`src/rtl/core/assert_macros.svh`:
```
// Concurrent assertion macros used by the sort engine datapath.
// No dependencies; bodies are empty when SYNTHESIS is defined.
`ifndef ASSERT_MACROS_SVH
`define ASSERT_MACROS_SVH
`ifndef SYNTHESIS
`define QS_ASSERT(lbl, clk, rst_n, prop) \
  lbl: assert property (@(posedge clk) disable iff (!rst_n) (prop)) \
    else $error("assertion failed");
`define QS_ASSERT_NEXT(lbl, clk, rst_n, ante, cons) \
  lbl: assert property (@(posedge clk) disable iff (!rst_n) (ante) |=> (cons)) \
    else $error("assertion failed");
`else
`define QS_ASSERT(lbl, clk, rst_n, prop)
`define QS_ASSERT_NEXT(lbl, clk, rst_n, ante, cons)
`endif
`endif

```
`src/rtl/core/qs_pkg.sv`:
```
// Shared types, constants and the double compare for the sort engine.
// No dependencies.
package qs_pkg;

  localparam int unsigned DepthDef      = 64;
  localparam int unsigned StackDepthDef = 64;

  typedef enum logic [3:0] {
    OP_NONE, OP_LOAD, OP_INIT, OP_POP_RD, OP_POP, OP_PINIT, OP_PIVOT,
    OP_CHK_I, OP_CHK_J, OP_SWAP2, OP_NEXT, OP_PEND, OP_ORD, OP_OWR
  } op_e;

  typedef struct packed {
    op_e op;
  } cmd_t;

  typedef struct packed {
    logic load_done;
    logic cond_i;
    logic cond_j;
    logic i_le_j;
    logic left_more;
    logic sp_next_zero;
    logic out_free;
    logic last_k;
  } status_t;

  // C '<' on doubles; any compare with NaN is false; +0 and -0 compare equal
  function automatic logic lt_f(input logic [63:0] a, input logic [63:0] b);
    logic both_zero;
    logic a_nan;
    logic b_nan;
    logic res;
    both_zero = (a[62:0] == 63'd0) && (b[62:0] == 63'd0);
    a_nan = (a[62:52] == 11'h7FF) && (a[51:0] != 52'd0);
    b_nan = (b[62:52] == 11'h7FF) && (b[51:0] != 52'd0);
    if (a_nan || b_nan) begin
      res = 1'b0;
    end else if (both_zero) begin
      res = 1'b0;
    end else if (a[63] != b[63]) begin
      res = a[63];
    end else if (!a[63]) begin
      res = a[62:0] < b[62:0];
    end else begin
      res = a[62:0] > b[62:0];
    end
    return res;
  endfunction

endpackage

```
`src/rtl/core/qs_ctrl.sv`:
```
// Sequencer for load, partition, pop/push and unload phases.
// Depends on qs_pkg.
module qs_ctrl import qs_pkg::*; (
  input  logic    clk_i,
  input  logic    rst_ni,
  input  status_t status_i,
  output cmd_t    cmd_o
);

  localparam logic [3:0] S_LOAD  = 4'd0;
  localparam logic [3:0] S_INIT  = 4'd1;
  localparam logic [3:0] S_POPRD = 4'd2;
  localparam logic [3:0] S_POP   = 4'd3;
  localparam logic [3:0] S_PINIT = 4'd4;
  localparam logic [3:0] S_PIVOT = 4'd5;
  localparam logic [3:0] S_CHKI  = 4'd6;
  localparam logic [3:0] S_CHKJ  = 4'd7;
  localparam logic [3:0] S_SWAP2 = 4'd8;
  localparam logic [3:0] S_NEXT  = 4'd9;
  localparam logic [3:0] S_PEND  = 4'd10;
  localparam logic [3:0] S_ORD   = 4'd11;
  localparam logic [3:0] S_OWR   = 4'd12;

  logic [3:0] state_q, state_d;

  always_comb begin
    state_d = state_q;
    cmd_o.op = OP_NONE;
    unique case (state_q)
      S_LOAD: begin
        cmd_o.op = OP_LOAD;
        if (status_i.load_done) state_d = S_INIT;
      end
      S_INIT: begin
        cmd_o.op = OP_INIT;
        state_d = S_POPRD;
      end
      S_POPRD: begin
        cmd_o.op = OP_POP_RD;
        state_d = S_POP;
      end
      S_POP: begin
        cmd_o.op = OP_POP;
        state_d = S_PINIT;
      end
      S_PINIT: begin
        cmd_o.op = OP_PINIT;
        state_d = S_PIVOT;
      end
      S_PIVOT: begin
        cmd_o.op = OP_PIVOT;
        state_d = S_CHKI;
      end
      S_CHKI: begin
        cmd_o.op = OP_CHK_I;
        if (!status_i.cond_i) state_d = S_CHKJ;
      end
      S_CHKJ: begin
        cmd_o.op = OP_CHK_J;
        if (!status_i.cond_j) state_d = status_i.i_le_j ? S_SWAP2 : S_PEND;
      end
      S_SWAP2: begin
        cmd_o.op = OP_SWAP2;
        state_d = S_NEXT;
      end
      S_NEXT: begin
        cmd_o.op = OP_NEXT;
        state_d = status_i.i_le_j ? S_CHKI : S_PEND;
      end
      S_PEND: begin
        cmd_o.op = OP_PEND;
        priority if (status_i.left_more) state_d = S_PINIT;
        else if (status_i.sp_next_zero) state_d = S_ORD;
        else state_d = S_POPRD;
      end
      S_ORD: begin
        cmd_o.op = OP_ORD;
        state_d = S_OWR;
      end
      S_OWR: begin
        cmd_o.op = OP_OWR;
        if (status_i.out_free) state_d = status_i.last_k ? S_LOAD : S_ORD;
      end
      default: state_d = S_LOAD;
    endcase
  end

  always_ff @(posedge clk_i or negedge rst_ni) begin
    if (!rst_ni) begin
      state_q <= S_LOAD;
    end else begin
      state_q <= state_d;
    end
  end

endmodule

```
`config.mk`:
```
export PLATFORM = sky130hd
export DESIGN_NAME = qs_ctrl
export DESIGN_NICKNAME = d
export VERILOG_FILES = /design/src/rtl/core/assert_macros.svh /design/src/rtl/core/qs_pkg.sv /design/src/rtl/core/qs_ctrl.sv
export SDC_FILE = /design/constraint.sdc
export NUM_CORES = 1
export LEC_CHECK = 0
export ABC_AREA = 1
export BUFFER_PORTS_ARGS = -buffer_cell sky130_fd_sc_hd__buf_4
export CORE_AREA = 4 4 41 43
export DETAILED_ROUTE_END_ITERATION = 10
export DIE_AREA = 0 0 45 47
export HOLD_SLACK_MARGIN = 0.08
export SYNTH_ARGS = -nofsm -noshare
export SYNTH_HDL_FRONTEND = slang
export SYNTH_SLANG_ARGS = --single-unit
```
`constraint.sdc`:
```
create_clock -name clk_i -period 1.6 [get_ports clk_i]
set_input_delay 0.32 -clock clk_i [delete_from_list [all_inputs] [get_ports clk_i]]
set_output_delay 0.32 -clock clk_i [all_outputs]
set_load 0.005 [all_outputs]
```
Yosys cells after proc, flatten, opt, wreduce, memory -nomap -nowiden
Index checks and enable logic that the tools add are counted.

Flip-flop bits (word level): 4. Latch bits: 0. Memory bits (writable): 0. Input bits: 10. ROM bits: 0. Memories kept: 0.

Shift operators: 0. Order comparisons: 0. Equal/unequal tests: 16. Reductions and logical operators: 2. $mul: 0. Div/mod/pow operators: 0. Mux-type cells: 11. $add $sub $neg: 0. Bitwise gates (word level): 0.

Operator list (count): 4-bit one-hot mux with 13 select lines (2); 4-bit two-way mux (8); 4-bit == test, second input constant (5); 4-bit by 3-bit == test with 1-bit output, second input constant (4); 4-bit by 2-bit == test with 1-bit output, second input constant (2); 2-bit != test, second input constant (4); 4-bit by 1-bit == test with 1-bit output, second input constant (1); 4-bit logical NOT (1); 4-bit AND reduction (1); 2-bit two-way mux (1).

Depth between registers and ports, before layout
Gate-level depths: netlist of the first run.

Depth in word-level cells: 3. Gate-level depth with buffers: 8. Gate-level depth less buffers: 8.

Worst setup path before layout of the first run
Ideal clock, no wire load.

Path kind: flip-flop to output port. From: register state_q[1]. To: output port cmd_o[2] (netlist name). Setup slack: 0.349 ns. Cell stages (with the launch flop): 4. Buffers on the path: 0. Arrival time: 0.931 ns. Cells stage by stage: dfrtp_1 > nor2_2 > inv_1 > o21ai_0.

RTL lines: from (decl) (RTL line qs_ctrl.sv:24) `logic [3:0] state_q, state_d;`; from (signal assigned) (RTL line qs_ctrl.sv:92) `state_q <= state_d;`; to (decl) (RTL line qs_ctrl.sv:7) `output cmd_t cmd_o`.

==> flow_metrics.tcl, run 1 <==
set metrics [dict create \
    synthTopCellsByCount "nand2_1 (14), nand3_1 (7)" \
    cts_buffers 3 \
    die-area_sq_um 2120 \
    drtPass1Iterations 4 \
    seq_area_frac_synth_pct 23.7 \
    min_from "status_i[1]" \
    max_stage_delay_ns 0.44 \
    hold_viol 0 \
    min_path_type "primary input to flop" \
    grt_setup_unrepaired "no" \
    hold-path-endpoint "state_q[3]" \
    drt_iter0_drc 19 \
    top_register "state_q" \
    synth_area_per_cell_sq_um 6.51 \
    path_class "flop to output port" \
    yosys.area_share.simple_pct 54.1 \
    syn_area_sq_um 423 \
    die_height_um 47 \
    h-tree-depth 1 \
    maxSlewHeadroom_pct 82.3 \
    setup_viol_count_final 0 \
    avgRoutedWirePerCell_um 11.0 \
    tightest_slew_ns 0.265 \
    yosys-mux-area-fraction_pct 0 \
    synthAdderAreaFrac_pct 0 \
    drive_gt1_share_pct 48.3 \
    synth_compound_area_share_pct 13.3 \
    synthToLayoutAreaGrowth_pct 47.9 \
    synth_nets 75 \
    crit_path_cell_trace "nand2_2 > nor2_1 > a21oi_2 > o21ai_1 > buf_4" \
    largest_register_ffs 4 \
    cp_slowest_cell "dfrtp_2" \
    crit_path_end_kind "output port" \
    ys_seq_elements 4 \
    max-clock-path-buffers 2 \
    critPathBufInv 1 \
    final-max-slew-violation-count 0 \
    dpl.cell_count 94 \
    synth_area_leader_cell "dfrtp_1" \
    start_util_pct 32.5 \
    skew_ns 0.00416 \
    die_x_um 45 \
    hpwlAfterDp_um 850 \
    fin_crit_ns 1.54 \
    cts_tree "built" \
    worst_ep_arrival_time_ns 1.22 \
    dpl_cell_area_sq_um 547 \
    tns_ns 0 \
    synth_edf_count 0 \
    drc 0 \
    cp_max_fo 5 \
    status "complete, no violations" \
    r2r_end "state_q[1]" \
    period_share_pct 96.5 \
    path_clk_slew_ns 0.04 \
    min_path_cells 3 \
    antenna_found_initial 0 \
    wirelength_um 1120 \
    rows 13 \
    layout.nets 99 \
    grt_usage_pct 11.3 \
    grt_pass1_wl_um 1670 \
    num_antenna_cells 0 \
    viasPerCell 4.85 \
    grt_max_degree 7 \
    top_regs "state_q: 4 flops" \
    port_buffers 13 \
    fin_hold_ws_ns 0.356 \
    cts.sinks 4 \
    fmax_mhz 647 \
    synthXorXnorAreaFrac_pct 0 \
    synthCells 65 \
    synthFlopType "dfrtp_1" \
    p_leak_nw 0.355 \
    first_global_vias 432 \
    yosysWarnings 0 \
    reg2regPathDepth 7 \
    ant_nets 0 \
    grt-ovfl-total 0 \
    yosysMostFrequentCell "nand2_1" \
    synth_top_family_by_area "simple AND/OR/NAND/NOR gates" \
    ys_async_sr_fraction_pct 100 \
    p_per_area_nw_per_um2 1900 \
    required_ns 1.28 \
    startpoint_type "flop" \
    max-cap-violations 0 \
    rrSetupSlack_ns 0.31 \
    gp_congestion 0.893 \
    yosysUniqueCellTypes 18 \
    fin_area_sq_um 626 \
    clkLatencyLatePin_ns 0.24 \
    num_vias 495 \
    io_pins 14 \
    cts-root-buf "clkbuf_4" \
    ir_drop_v 0.000671 \
    instances_no_fill 102 \
    coreArea_sq_um 1300 \
    synthTopCellsByArea "dfrtp_1 (24%), nand2_1 (12%), nand3_1 (8.3%), nand2_2 (7.4%), o21ai_0 (5.9%)" \
    cp_top_family "flip-flops" \
    rr_startpoint "state_q[0]" \
    yosys.area.top_type_share_pct 23.7 \
]
## per-stage QoR
stage / power, mW / util (%) / setup slack [ns]
final: 1.19 / 48.1 / 0.0554
after global routing: 1.28 / 48.1 / 0.00508
after CTS: 1.06 / 44.7 / 0.0132
after detailed placement: 0.924 / 42.0 / 0.192
after global placement: 0.930 / 42.0 / 0.180
after floorplan: 0.672 / - / 0.349
## cell usage in the layout (no fill, tap or decap), types with 3 or more instances in the layout
cell      count
nand2_2       5
clkbuf_4      3
o21ai_1       4
nor2_1        5
inv_2         5
buf_4        18
nand3_1       7
inv_1         5
o21ai_0       3
nor2_4        3
nand2_1      14
## repair_timing
item,CTS,global route
resized for setup,2,5
endpoints found under the hold margin,4,0
hold buffers,1,0
setup buffers,0,4
endpoints found under the setup margin,2,2
## area by class of cell
type / count / area [sq um]
multi-input cells: 51 / 299
well taps: 15 / 18.8
inverters: 10 / 37.5
repair buffers: 19 / 145
clock buffers: 3 / 22.5
fillers: 145 / 676
flip-flops and latches: 4 / 103
## worst min-delay path: stages
cell and delay (ns):
buf_4 0.07, nand3b_4 0.11, nand2_1 0.05
## power breakdown
group          internal, mW  switching (mW)  total, mW
clock                0.0840          0.0429      0.127
combinational         0.373           0.446      0.819
sequential            0.160          0.0839      0.244
## layer usage
layer | track usage (%) | part of all wire [%]
met4 | 7.02 | 1.3
met5 | 0 | 0
met2 | 19.5 | 50
met3 | 2.68 | 6.3
met1 | 12.6 | 43
## worst max-delay path by stage
stage | to | start | depth (start not counted) | slack (ns)
global route | cmd_o[3] | state_q[1] | 5 | 0.005
floorplan | cmd_o[2] | state_q[1] | 3 | 0.35
global placement | cmd_o[3] | state_q[0] | 5 | 0.18
finish | cmd_o[2] | state_q[0] | 5 | 0.06
CTS | cmd_o[2] | state_q[2] | 5 | 0.01
detailed placement | cmd_o[3] | state_q[0] | 5 | 0.19
## cell families after synthesis
kind of cell,count (synthesis)
AND/OR/NAND/NOR,41
AO/OA/AOI/OAI,10
buffers and inverters,10
flip-flops,4
Power figures use the tool's default switching activity.
==> inputs of run 2 (changes only) <==
--- a/config.mk
+++ b/config.mk
@@ -5,7 +5,6 @@
 export SDC_FILE = /design/constraint.sdc
 export NUM_CORES = 1
 export LEC_CHECK = 0
-export ABC_AREA = 1
 export BUFFER_PORTS_ARGS = -buffer_cell sky130_fd_sc_hd__buf_4
 export CORE_AREA = 4 4 41 43
 export DETAILED_ROUTE_END_ITERATION = 10
==> run 2 against run 1 <==
Count of clock-buffer cells in the layout is the same. Power is 2.4% higher. Global-route usage grew 0.052 points. Fmax grew 1.3%. Hold slack improved by 0.022 ns. Die area did not move. Worst setup slack better by 0.020 ns. Critical path depth decreased by 1. Sequential share of layout area increased by 0.30 points. Clock skew is essentially flat. Combinational power is 2.6% higher. Highest routed layer is now met3.
==> flow_metrics.tcl, run 2 <==
set metrics [dict create \
    ir_drop_v 0.000951 \
    yosysUniqueCellTypes 25 \
    synth_area_per_cell_sq_um 7.10 \
    synth_area_leader_cell "dfrtp_1" \
    drt_iter0_drc 17 \
    p_per_area_nw_per_um2 1940 \
    synthTopCellsByArea "dfrtp_1 (23%), a21oi_1 (10%), o21ai_0 (6.8%), buf_2 (5.7%), nand2_1 (5.1%)" \
    coreArea_sq_um 1300 \
    synthCells 62 \
    cp_max_fo 8 \
    min_path_type "primary input to flop" \
    synth_nets 72 \
    num_antenna_cells 0 \
    grt_setup_unrepaired "no" \
    die-area_sq_um 2120 \
    cts_buffers 3 \
    max_stage_delay_ns 0.44 \
    fmax_mhz 656 \
    final_common_cell "buf_4" \
    viasPerCell 5.31 \
    grt-ovfl-total 0 \
    period_share_pct 95.3 \
    grt_usage_pct 11.4 \
    num_vias 515 \
    drive_gt1_share_pct 41.5 \
    setup_viol_count_final 0 \
    first_global_vias 422 \
    cts-root-buf "clkbuf_4" \
    pre_cts_slack_ns 0.221 \
    rr_startpoint "state_q[3]" \
    drtPass1Iterations 4 \
    start_util_pct 33.8 \
    cts_tree "built" \
    cp_top_family "flip-flops" \
    gp_congestion 0.794 \
    synthToLayoutAreaGrowth_pct 42.9 \
    largest_register_ffs 4 \
    cpMostUsedCell "buf_4" \
    grt_pass1_wl_um 1750 \
    drc 0 \
    ant_nets 0 \
    top_regs "state_q: 4 flops" \
    ys_async_sr_fraction_pct 100 \
    min_from "status_i[5]" \
    io_pins 14 \
    cts.sinks 4 \
    synthFlopType "dfrtp_1" \
    worst_ep_arrival_time_ns 1.20 \
    hold_viol 0 \
    fin_crit_ns 1.52 \
    hpwlAfterDp_um 828 \
    h-tree-depth 1 \
    rows 13 \
    skew_ns 0.00425 \
    top_register "state_q" \
    nFillCells 137 \
    max-clock-path-buffers 2 \
    yosysWarnings 0 \
    clkLatencyLatePin_ns 0.23 \
    required_ns 1.28 \
    die_x_um 45 \
    startpoint_type "flop" \
    synthTopCellsByCount "a21oi_1 (9), nand2_1 (6), o21ai_0 (6)" \
    grt_max_degree 15 \
    synth_edf_count 0 \
    max-cap-violations 0 \
    seq_area_frac_synth_pct 22.7 \
    cp_slowest_cell "dfrtp_2" \
    final-max-slew-violation-count 0 \
    maxSlewHeadroom_pct 70.0 \
    antenna_found_initial 0 \
    port_buffers 13 \
    path_clk_slew_ns 0.03 \
    status "complete, no violations" \
    final_cell_mix "buf_4 (20), a21oi_1 (9), nand2_1 (6), o21ai_0 (6)" \
    final.setup.worst_slack_ns 0.0751 \
    syn_area_sq_um 440 \
    path_class "flop to output port" \
    p_leak_nw 0.268 \
    avgRoutedWirePerCell_um 12.3 \
    yosysMostFrequentCell "a21oi_1" \
    yosys.area.top_type_share_pct 22.7 \
    layout.nets 94 \
    wirelength_um 1200 \
    tightest_slew_ns 0.446 \
    crit_path_cell_trace "buf_4 > xnor2_1 > a21oi_1 > buf_4" \
    ys_seq_elements 4 \
    tns_ns 0 \
    critPathLaunch "state_q[0]" \
    crit_path_end_kind "output port" \
    die_height_um 47 \
    critPathBufInv 2 \
]
-- run 2: area by class of cell --
type | count | area (sq um) | area share (%)
Tap cell | 15 | 18.8 | 2.98
Inverter | 3 | 11.3 | 1.79
Sequential cell | 4 | 105 | 16.7
Multi-Input combinational cell | 49 | 295 | 46.9
Timing Repair Buffer | 23 | 176 | 28.0
Clock buffer | 3 | 22.5 | 3.58
-- run 2: cells by family after synthesis --
| group | Yosys count | share of synthesized area [%] |
|---|---|---|
| xor+xnor | 1 | 1.99 |
| buf+inv | 9 | 10.8 |
| compound gates | 27 | 40.1 |
| flops | 4 | 22.7 |
| simple gates | 21 | 24.4 |
-- run 2: where the power goes --
group	total (mW)	switching [mW]	internal, mW
Sequential	0.256	0.0969	0.159
Clock	0.123	0.0389	0.0837
Combinational	0.840	0.402	0.438
Total	1.22	0.538	0.680
-- run 2: metal layers --
metal / part of all wire (%) / GRT usage (%) / wire, um
met5: 0 / 0 / 0
met4: 0 / 1.75 / 0
met3: 5.9 / 6.51 / 71
met2: 53 / 17.5 / 631
met1: 41 / 14.2 / 492
-- run 2: final timing paths --
check / to / slack [ns] / cells past startpoint
max: cmd_o[1] / 0.08 / 4
min reg2reg: state_q[3] / 0.66 / 3
max in group asynchronous: state_q[0] / 1.08 / 2
min: state_q[0] / 0.38 / 3
max reg2reg: state_q[1] / 0.18 / 5
min in group asynchronous: state_q[2] / 0.41 / 2
-- run 2: stage by stage --
| step | area (sq um) | utilization [%] | hold WS [ns] | std cells | power (mW) |
|---|---|---|---|---|---|
| floorplan | 440 | - | 0.0244 | 62 | 0.752 |
| global placement | 551 | 42.3 | 0.117 | 88 | 1.00 |
| detailed placement | 551 | 42.3 | 0.117 | 88 | 0.993 |
| CTS | 586 | 45.0 | 0.367 | 92 | 1.13 |
| global route | 629 | 48.4 | 0.380 | 97 | 1.35 |
| finish | 629 | 48.4 | 0.377 | 97 | 1.22 |
-- run 2: worst register-to-register path, cell delays in order (launching register included) --
cell      delay, ns
dfrtp_2        0.44
buf_4          0.17
buf_4          0.14
a21oi_1        0.16
o221ai_2       0.16
o32ai_2        0.26
-- run 2: timing repair --
item | in CTS | in global routing
resized for setup | 2 | 4
hold buffers | 1 | 0
setup buffers | 0 | 5
endpoints found under the setup margin | 2 | 3
pin swaps | 0 | 0
hold endpoints to repair | 4 | 0
==> inputs of run 3 (changes only) <==
--- a/config.mk
+++ b/config.mk
@@ -6,9 +6,9 @@
 export NUM_CORES = 1
 export LEC_CHECK = 0
 export BUFFER_PORTS_ARGS = -buffer_cell sky130_fd_sc_hd__buf_4
-export CORE_AREA = 4 4 41 43
+export CORE_AREA = 2 2 39 41
 export DETAILED_ROUTE_END_ITERATION = 10
-export DIE_AREA = 0 0 45 47
+export DIE_AREA = 0 0 41 43
 export HOLD_SLACK_MARGIN = 0.08
 export SYNTH_ARGS = -nofsm -noshare
 export SYNTH_HDL_FRONTEND = slang
==> constraint.sdc (replaced) <==
create_clock -name clk_i -period 1.6 [get_ports clk_i]
set_input_delay 0.08 -clock clk_i [delete_from_list [all_inputs] [get_ports clk_i]]
set_output_delay 0.08 -clock clk_i [all_outputs]
set_load 0.005 [all_outputs]
==> run 3 against run 2 <==
Hold slack lost 0.25 ns. Critical path type unchanged. Cell area shrank 8.2%. Combinational power shrank 20%. Highest routed layer is now met4.
==> flow_metrics.tcl, run 3 (synthesis gave the netlist of run 2 again) <==
set metrics [dict create \
    p_per_area_nw_per_um2 1930 \
    grt_max_degree 16 \
    path_clk_slew_ns 0.04 \
    rows 14 \
    cts_tree "built" \
    ant_nets 0 \
    p_leak_nw 0.241 \
    io_pins 14 \
    layout.nets 88 \
    die-area_sq_um 1760 \
    skew_ns 0.00510 \
    gp_congestion 0.712 \
    h-tree-depth 1 \
    die_height_um 43 \
    grt_pass1_wl_um 1990 \
    largest_register_ffs 4 \
    fin_hold_ws_ns 0.131 \
    critPathLaunch "state_q[0]" \
    ir_drop_v 0.000739 \
    cts-root-buf "clkbuf_4" \
    final.setup.worst_slack_ns 0.100 \
    max-clock-path-buffers 2 \
    worst_ep_arrival_time_ns 1.42 \
    fin_crit_ns 1.50 \
    top_regs "state_q: 4 flops" \
    viasPerCell 5.22 \
    top_register "state_q" \
    cpMostUsedCell "o21ai_0" \
    antenna_found_initial 0 \
    num_antenna_cells 0 \
    min_from "status_i[5]" \
    drt_iter0_drc 18 \
    grt_setup_unrepaired "no" \
    rr_startpoint "state_q[3]" \
    max-cap-violations 0 \
    min_path_type "primary input to flop" \
    reg2regPathDepth 4 \
    tightest_slew_ns 0.452 \
    required_ns 1.52 \
    grt-ovfl-total 0 \
    hold-path-endpoint "state_q[0]" \
    cts.sinks 4 \
    final-max-slew-violation-count 0 \
    drtPass1Iterations 4 \
    crit_path_end_kind "output port" \
    drive_gt1_share_pct 31.6 \
    r2r_end "state_q[1]" \
    period_share_pct 93.7 \
    hold_viol 0 \
    pre_cts_slack_ns 0.197 \
    cts_setup_buffers 0 \
    fmax_mhz 667 \
    clkLatencyLatePin_ns 0.24 \
    cp_max_fo 14 \
    maxSlewHeadroom_pct 69.9 \
    first_global_vias 467 \
    path_class "flop to output port" \
    min_path_cells 3 \
    tns_ns 0 \
    synthToLayoutAreaGrowth_pct 31.3 \
    port_buffers 13 \
    wirelength_um 1190 \
    final_common_cell "buf_4" \
    nFillCells 144 \
    setup_viol_count_final 0 \
    coreArea_sq_um 1380 \
    max_stage_delay_ns 0.61 \
    drc 0 \
    start_util_pct 31.8 \
    crit_path_cell_trace "nor2_1 > o21ai_0 > o21ai_0 > buf_4" \
    final_cell_mix "buf_4 (16), a21oi_1 (9), nand2_1 (6), o21ai_0 (6), nor2_1 (5)" \
    cts_buffers 3 \
    hpwlAfterDp_um 838 \
    rrSetupSlack_ns 0.18 \
    grt_usage_pct 16.2 \
    avgRoutedWirePerCell_um 13.0 \
    num_vias 480 \
    cp_slowest_cell "dfrtp_1" \
    status "complete, no violations" \
    die_x_um 41 \
    startpoint_type "flop" \
]
-- run 3: cell count changes in the layout (fill, tap and decap cells not counted), sizes merged --
cell,before,now
buf,21,16
clkbuf,4,3
-- run 3: routing by layer --
layer / global-route usage (%) / wire, um / vias up
met1: 22.5 / 550 / 217
li1: - / - / 253
met2: 23.8 / 599 / 8
met3: 1.57 / 36 / 2
met4: 8.00 / 8 / 0
met5: 0 / 0 / -
-- run 3: what timing repair did --
| action | in CTS | in global routing |
|---|---|---|
| endpoints found under the setup margin | 0 | 2 |
| hold endpoints to repair | 4 | 0 |
| hold buffers | 1 | 0 |
| resized for setup | 0 | 1 |
-- run 3: critical path: cells and delay by family, from the launching register on --
kind	cells	cell delay, ns
flops	1	0.61
compound gates	2	0.28
simple gates	1	0.16
buf+inv	1	0.14
-- run 3: through the flow --
step / cell area (sq um) / utilization, % / instances / power, mW
after floorplan: 440 / - / 62 / 0.752
after global placement: 544 / 39.3 / 88 / 0.976
after detailed placement: 544 / 39.3 / 88 / 0.978
after CTS: 577 / 41.7 / 92 / 1.11
after global routing: 578 / 41.8 / 92 / 1.23
final: 578 / 41.8 / 92 / 1.12
-- run 3: final cells by class --
cell class	instances	area, sq um	share of cell area [%]
sequential	4	101	17.5
timing repair buffer	17	130	22.5
tap	16	20.0	3.46
inverter	3	11.3	1.95
multi-input combinational	49	293	50.6
clock buffer	3	22.5	3.90
-- run 3: how the worst max path moves through the flow --
stage                      end  depth (start not counted)  slack (ns)
floorplan           state_q[1]                          5        0.37
global placement    state_q[1]                          4        0.20
detailed placement  state_q[1]                          4        0.20
CTS                   cmd_o[3]                          4        0.07
global route          cmd_o[2]                          3        0.02
finish                cmd_o[3]                          4        0.10
-- run 3: where the power goes --
part / total [mW] / internal, mW / switching, mW / leakage (nW)
Clock: 0.128 / 0.0841 / 0.0435 / 0.0138
Sequential: 0.315 / 0.151 / 0.164 / 0.0471
Combinational: 0.674 / 0.358 / 0.316 / 0.180
Total: 1.12 / 0.593 / 0.523 / 0.241
